===== config.mk =====
export PLATFORM = sky130hd
export DESIGN_NAME = gregorian_day_difference_core
export DESIGN_NICKNAME = d
export VERILOG_FILES = /design/src/rtl/gdd_pkg.sv /design/src/rtl/gdd_serial.sv /design/src/rtl/gregorian_day_difference_core.sv
export SDC_FILE = /design/constraint.sdc
export NUM_CORES = 2
export LEC_CHECK = 0
export ABC_AREA = 0
export BUFFER_PORTS_ARGS = -buffer_cell sky130_fd_sc_hd__buf_2
export CORE_MARGIN = 2
export CORE_UTILIZATION = 60
export CTS_BUF_LIST = sky130_fd_sc_hd__clkbuf_8
export CTS_CLUSTER_DIAMETER = 100
export DETAILED_ROUTE_END_ITERATION = 16
export PLACE_DENSITY = 0.76
export SLEW_MARGIN = 20
export SYNTH_ARGS = -nofsm -noshare
export SYNTH_HDL_FRONTEND = slang
export SYNTH_SLANG_ARGS = --single-unit

===== constraint.sdc =====
create_clock -name i_clk -period 16.3 [get_ports i_clk]
set_input_delay 3.26 -clock i_clk [delete_from_list [all_inputs] [get_ports i_clk]]
set_output_delay 3.26 -clock i_clk [all_outputs]
set_load 0.02 [all_outputs]

===== src/rtl/gdd_pkg.sv =====
package gdd_pkg;

    localparam int unsigned DAY_W    = 5;
    localparam int unsigned MONTH_W  = 4;
    localparam int unsigned YEAR_W   = 14;
    localparam int unsigned DAYS_W   = 22;
    localparam int unsigned ORDER_W  = 2;
    // Day serial: 365 * 16383 plus leap days, month offset and day fits in 23 bits
    localparam int unsigned SERIAL_W = 23;

    localparam logic [ORDER_W-1:0] ORDER_EQUAL = 2'd0;
    localparam logic [ORDER_W-1:0] ORDER_FIRST = 2'd1;
    localparam logic [ORDER_W-1:0] ORDER_LATER = 2'd2;

    localparam logic [DAYS_W-1:0] DAYS_MAX = {DAYS_W{1'b1}};

    typedef struct packed {
        logic [DAY_W-1:0]   first_day;
        logic [MONTH_W-1:0] first_month;
        logic [YEAR_W-1:0]  first_year;
        logic [DAY_W-1:0]   second_day;
        logic [MONTH_W-1:0] second_month;
        logic [YEAR_W-1:0]  second_year;
    } t_gdd_in;

    typedef struct packed {
        logic [DAYS_W-1:0]  days_apart;
        logic [ORDER_W-1:0] date_order;
    } t_gdd_out;

    // Days in the months before month m of a common year; 13..15 keep adding 31.
    function automatic logic [8:0] days_before_month(input logic [MONTH_W-1:0] m);
        logic [8:0] d;
        case (m)
            4'd0:    d = 9'd0;
            4'd1:    d = 9'd0;
            4'd2:    d = 9'd31;
            4'd3:    d = 9'd59;
            4'd4:    d = 9'd90;
            4'd5:    d = 9'd120;
            4'd6:    d = 9'd151;
            4'd7:    d = 9'd181;
            4'd8:    d = 9'd212;
            4'd9:    d = 9'd243;
            4'd10:   d = 9'd273;
            4'd11:   d = 9'd304;
            4'd12:   d = 9'd334;
            4'd13:   d = 9'd365;
            4'd14:   d = 9'd396;
            4'd15:   d = 9'd427;
            default: d = 9'd0;
        endcase
        return d;
    endfunction

    // floor(x / 100) by reciprocal 5243 / 2^19; exact for x below 43690.
    function automatic logic [8:0] div100(input logic [14:0] x);
        logic [27:0] p;
        p = 28'(x) * 28'd5243;
        return p[27:19];
    endfunction

endpackage


===== src/rtl/gdd_serial.sv =====
module gdd_serial (
    input  logic [gdd_pkg::DAY_W-1:0]    i_day,
    input  logic [gdd_pkg::MONTH_W-1:0]  i_month,
    input  logic [gdd_pkg::YEAR_W-1:0]   i_year,
    output logic [gdd_pkg::SERIAL_W-1:0] o_serial
);
    import gdd_pkg::*;

    logic [14:0] y_ext;
    logic [14:0] y_p3;
    logic [14:0] y_p99;
    logic [14:0] y_p399;
    logic [12:0] ceil4;
    logic [8:0]  ceil100;
    logic [8:0]  floor100;
    logic [8:0]  ceil400;
    logic [8:0]  floor400;
    logic [12:0] leaps;
    logic        is_leap;
    logic        leap_day;

    assign y_ext  = 15'(i_year);
    assign y_p3   = y_ext + 15'd3;
    assign y_p99  = y_ext + 15'd99;
    assign y_p399 = y_ext + 15'd399;

    // Ceiling and floor quotients run side by side; they differ unless the year divides
    assign ceil4    = y_p3[14:2];
    assign ceil100  = div100(y_p99);
    assign floor100 = div100(y_ext);
    assign ceil400  = div100({2'b00, y_p399[14:2]});
    assign floor400 = div100({2'b00, y_ext[14:2]});

    // Leap years among 0 .. year-1
    assign leaps = ceil4 - 13'(ceil100) + 13'(ceil400);

    assign is_leap  = (i_year[1:0] == 2'b00) &&
                      ((ceil100 != floor100) || (ceil400 == floor400));
    assign leap_day = is_leap && (i_month >= 4'd3);

    assign o_serial = SERIAL_W'(i_year) * SERIAL_W'(365)
                    + SERIAL_W'(leaps)
                    + SERIAL_W'(days_before_month(i_month))
                    + SERIAL_W'(leap_day)
                    + SERIAL_W'(i_day);

endmodule


===== src/rtl/gregorian_day_difference_core.sv =====
// Day count between two Gregorian dates. Each item carries two dates (day,
// month, year); the result gives the absolute number of days between them,
// saturated at 4194303, and their order (equal, first earlier, first later),
// where order compares year, then month, then day as plain numbers. Day and
// month are not range checked: odd values simply add to each date's serial,
// so the order code may then disagree with the day count. The block takes one
// item per clock unless o_in_stall is high; each item moves through one input
// register, one pass of closed-form day counting with constant reciprocal
// divisions and one result register. Both sides use valid/stall; an
// item is taken while a finished result still waits, and o_in_stall only
// rises when both registers are full and the result is being held off.
module gregorian_day_difference_core (
    input  logic              i_clk,
    input  logic              i_rst_n,
    input  logic              i_in_valid,
    output logic              o_in_stall,
    input  gdd_pkg::t_gdd_in  i_in_item,
    output logic              o_out_valid,
    input  logic              i_out_stall,
    output gdd_pkg::t_gdd_out o_out_item
);
    import gdd_pkg::*;

    // Input stage
    logic     r_in_vld;
    logic     n_in_vld;
    t_gdd_in  r_in_item;

    // Result stage
    logic     r_out_vld;
    logic     n_out_vld;
    t_gdd_out r_out_item;
    t_gdd_out n_out_item;

    logic     out_adv;
    logic     in_adv;

    logic [SERIAL_W-1:0] serial_first;
    logic [SERIAL_W-1:0] serial_second;
    logic [SERIAL_W-1:0] serial_diff;
    logic [22:0]         key_first;
    logic [22:0]         key_second;

    // Result register frees when empty or drained; input register frees when it can move on
    assign out_adv    = !r_out_vld || !i_out_stall;
    assign in_adv     = !r_in_vld || out_adv;
    assign o_in_stall = !in_adv;

    assign n_in_vld  = in_adv ? i_in_valid : r_in_vld;
    assign n_out_vld = out_adv ? r_in_vld : r_out_vld;

    gdd_serial u_serial_first (
        .i_day    (r_in_item.first_day),
        .i_month  (r_in_item.first_month),
        .i_year   (r_in_item.first_year),
        .o_serial (serial_first)
    );

    gdd_serial u_serial_second (
        .i_day    (r_in_item.second_day),
        .i_month  (r_in_item.second_month),
        .i_year   (r_in_item.second_year),
        .o_serial (serial_second)
    );

    // Year, month, day concatenated compare in lexicographic order
    assign key_first  = {r_in_item.first_year, r_in_item.first_month, r_in_item.first_day};
    assign key_second = {r_in_item.second_year, r_in_item.second_month,
                         r_in_item.second_day};

    assign serial_diff = (serial_first >= serial_second) ? (serial_first - serial_second)
                                                         : (serial_second - serial_first);

    always_comb begin
        // Saturate anything past 22 bits
        if (serial_diff[SERIAL_W-1]) begin
            n_out_item.days_apart = DAYS_MAX;
        end else begin
            n_out_item.days_apart = serial_diff[DAYS_W-1:0];
        end

        if (key_first == key_second) begin
            n_out_item.date_order = ORDER_EQUAL;
        end else if (key_first < key_second) begin
            n_out_item.date_order = ORDER_FIRST;
        end else begin
            n_out_item.date_order = ORDER_LATER;
        end
    end

    always_ff @(posedge i_clk) begin
        if (!i_rst_n) begin
            r_in_vld  <= 1'b0;
            r_out_vld <= 1'b0;
        end else begin
            r_in_vld  <= n_in_vld;
            r_out_vld <= n_out_vld;
        end
    end

    // Payload: load on advance, hold otherwise
    always_ff @(posedge i_clk) begin
        if (in_adv) begin
            r_in_item <= i_in_item;
        end
        if (out_adv) begin
            r_out_item <= n_out_item;
        end
    end

    assign o_out_valid = r_out_vld;
    assign o_out_item  = r_out_item;

endmodule


==> flow_summary.ini <==
[clocking]
clk_pin_slew_worst_paths_ns = 0.12
numClockSinks = 90
cts_buffer_depth = 2
insertion_delay_ns = 0.45
hold_buffers = 0
cts_buffers = 9
cts_root_buf = clkbuf_8
cts.htree.levels = 3
cts_tree = built

[global_route]
overflow = 0
grt_pass1_wl_um = 160000
antenna_found_initial = 6
grt_pass1_vias = 29500
grt_start_max_net_pins = 38
grt_use_total_pct = 31.0

[sta]
worst_pin_slew_ns = 0.953
postLayoutSetupSlackWorst_ns = 0.849
fin_crit_ns = 15.45
clock-skew-final_ns = 0.0178
max_freq_mhz = 64.7
finalHoldViolations = 0
finalSetupViolations = 0
maxSlewViolCount = 0
fin_tns_setup_ns = 0
max-slew-margin-rel_pct = 36.0
period_share_pct = 94.8

[route]
via_per_inst = 5.53
remaining_drc_errors = 0
drt_iter0_markers = 2008
vias = 28200
routed_wl_um = 99400
first_pass_iters = 5
wl_per_cell_um = 19.5
antenna_left = 0

[placement]
place_congestion = 1.01
pre_cts_ws_ns = 0.170
hpwlAfterDp_um = 88700
portBuffers = 75

[floorplanning]
fp-row-count = 93
die_w_um = 260
coreArea_um2 = 64600
die_h_um = 260
ioPinCount = 76
start_util_pct = 60.8
dieArea_um2 = 67500

[critical_path]
critPathSlowestCell = a311oi_4
worstSetupPathType = register to register
path_buf_inv = 10
slowest_delay_ns = 0.55
path_max_fanout = 17
end_kind = register
cp.required_ns = 16.62
critPathLaunchType = register
critPathTopFamily = adder cells
crit_top_cell = fa_1
crit_arrival_ns = 15.77

[status]
outcome = complete, no violations

[synth]
synth_edf_count = 70
yosysSeqAreaShare_pct = 6.37
syn-cell-area_um2 = 39300
synth.area.top_cells = ha_1 (31%), fa_1 (31%), inv_1 (12%)
synth_area_per_cell_um2 = 9.57
yosysTopAreaCell = ha_1
ys_seq_elements = 90
yosys_warnings = 0
synth_top_area_share_pct = 30.7
synth_cell_types = 88
syn_nets = 5721
synth_flop_cell = edfxtp_1
async_reset_ff_share_pct = 0
synthCells = 4105

[final_layout]
area_delta_synth_final_pct = 6.06
final_layout_size_suffix_gt1_share_pct = 5.77
fillCellCount = 5337
nets = 5854
ff_latch_area_um2 = 2500
final_core_util_pct = 64.5
multi_input_area_um2 = 32400

[job]
maxCapViolations = 0

[hold_path]
hold_path.class = register to register
[worst paths after layout]
kind | start | cells past startpoint | slack, ns | to
max | key_second[12]$_DFFE_PN_ | 58 | 0.85 | o_out_item[5]$_SDFFCE_PP1P_
min | r_in_vld$_SDFFE_PN0N_ | 2 | 0.56 | o_out_valid$_SDFFE_PN0P_
max reg2reg | key_second[12]$_DFFE_PN_ | 58 | 0.85 | o_out_item[5]$_SDFFCE_PP1P_
min reg2reg | r_in_vld$_SDFFE_PN0N_ | 2 | 0.56 | o_out_valid$_SDFFE_PN0P_
[cell type report]
cell class,instances,share of cell area [%]
tap,855,2.57
clock inverter,7,0.183
timing repair buffer,150,2.25
sequential,90,6.01
multi-input combinational,2780,77.8
antenna,1,0.00601
inverter,1207,10.9
clock buffer,9,0.297
[worst min-delay path, stage by stage, from the launching register on]
cell     delay (ns)
dfxtp_1        0.35
a21oi_1        0.13
nor2b_1        0.05
[cell usage in the layout, fill, tap and decap left out, types with 27 or more instances in the layout]
cell,netlist,final
nor2_1,97,96
xnor2_1,165,151
nor2b_1,30,28
a21o_1,58,58
xor2_1,67,62
o21a_1,27,27
o21ai_1,33,37
nand3_1,49,47
buf_2,5,75
edfxtp_1,70,70
fa_1,602,602
nand4_1,30,30
buf_4,0,75
ha_1,964,963
inv_1,1205,1199
a21oi_1,142,141
o21ai_0,69,64
nand2_1,117,117
[per-stage QoR]
stage	area [µm²]	hold slack [ns]	instances
global placement	41100	0.522	5075
detailed placement	41100	0.545	5075
CTS	41300	0.563	5091
floorplan	39300	0.459	4105
global route	41700	0.597	5099
finish	41700	0.561	5099
[per-layer routing]
layer / wire length (µm) / global-route usage [%]
met1: 44000 / 44.0
met4: 3030 / 8.37
met5: 35 / 0
met3: 9110 / 7.39
met2: 43300 / 47.4
[cell families after synthesis]
logic type	share of synthesized area [%]
adder cells (fa/ha/maj)	61.4
multiplexers	0.828
AND/OR/NAND/NOR	5.67
buffers and inverters	11.8
AO/OA/AOI/OAI	8.38
flip-flops	6.37
XOR/XNOR	5.54
[synth_stat cells, types with 9 or more instances]
cell and n:
o211ai_1 16, xor2_1 67, a21o_1 58, o21a_1 27, nand2b_1 26, nor3_1 25, a31oi_1 16, inv_1 1205
a211oi_1 16, fa_1 602, a21boi_1 9, a211o_1 10, ha_1 964, edfxtp_1 70, o21bai_1 21, o21ai_0 69
and3_1 20, nor2b_1 30, mux2i_1 19, a21boi_0 10, dfxtp_1 20, clkbuf_1 22, xnor2_1 165, nand3_1 49
a21oi_1 142, o21ai_1 33, nor2_1 97, nand4_1 30, nand2_1 117, and2_1 9
[what timing repair did]
action / in CTS / in global routing
setup endpoints to repair: 0 / 22
resized for setup: 0 / 56
setup buffers: 0 / 7
Power is left out: the tool's default activity adds up to more than one toggle a clock period on the data nets, which glitch-free logic cannot reach.
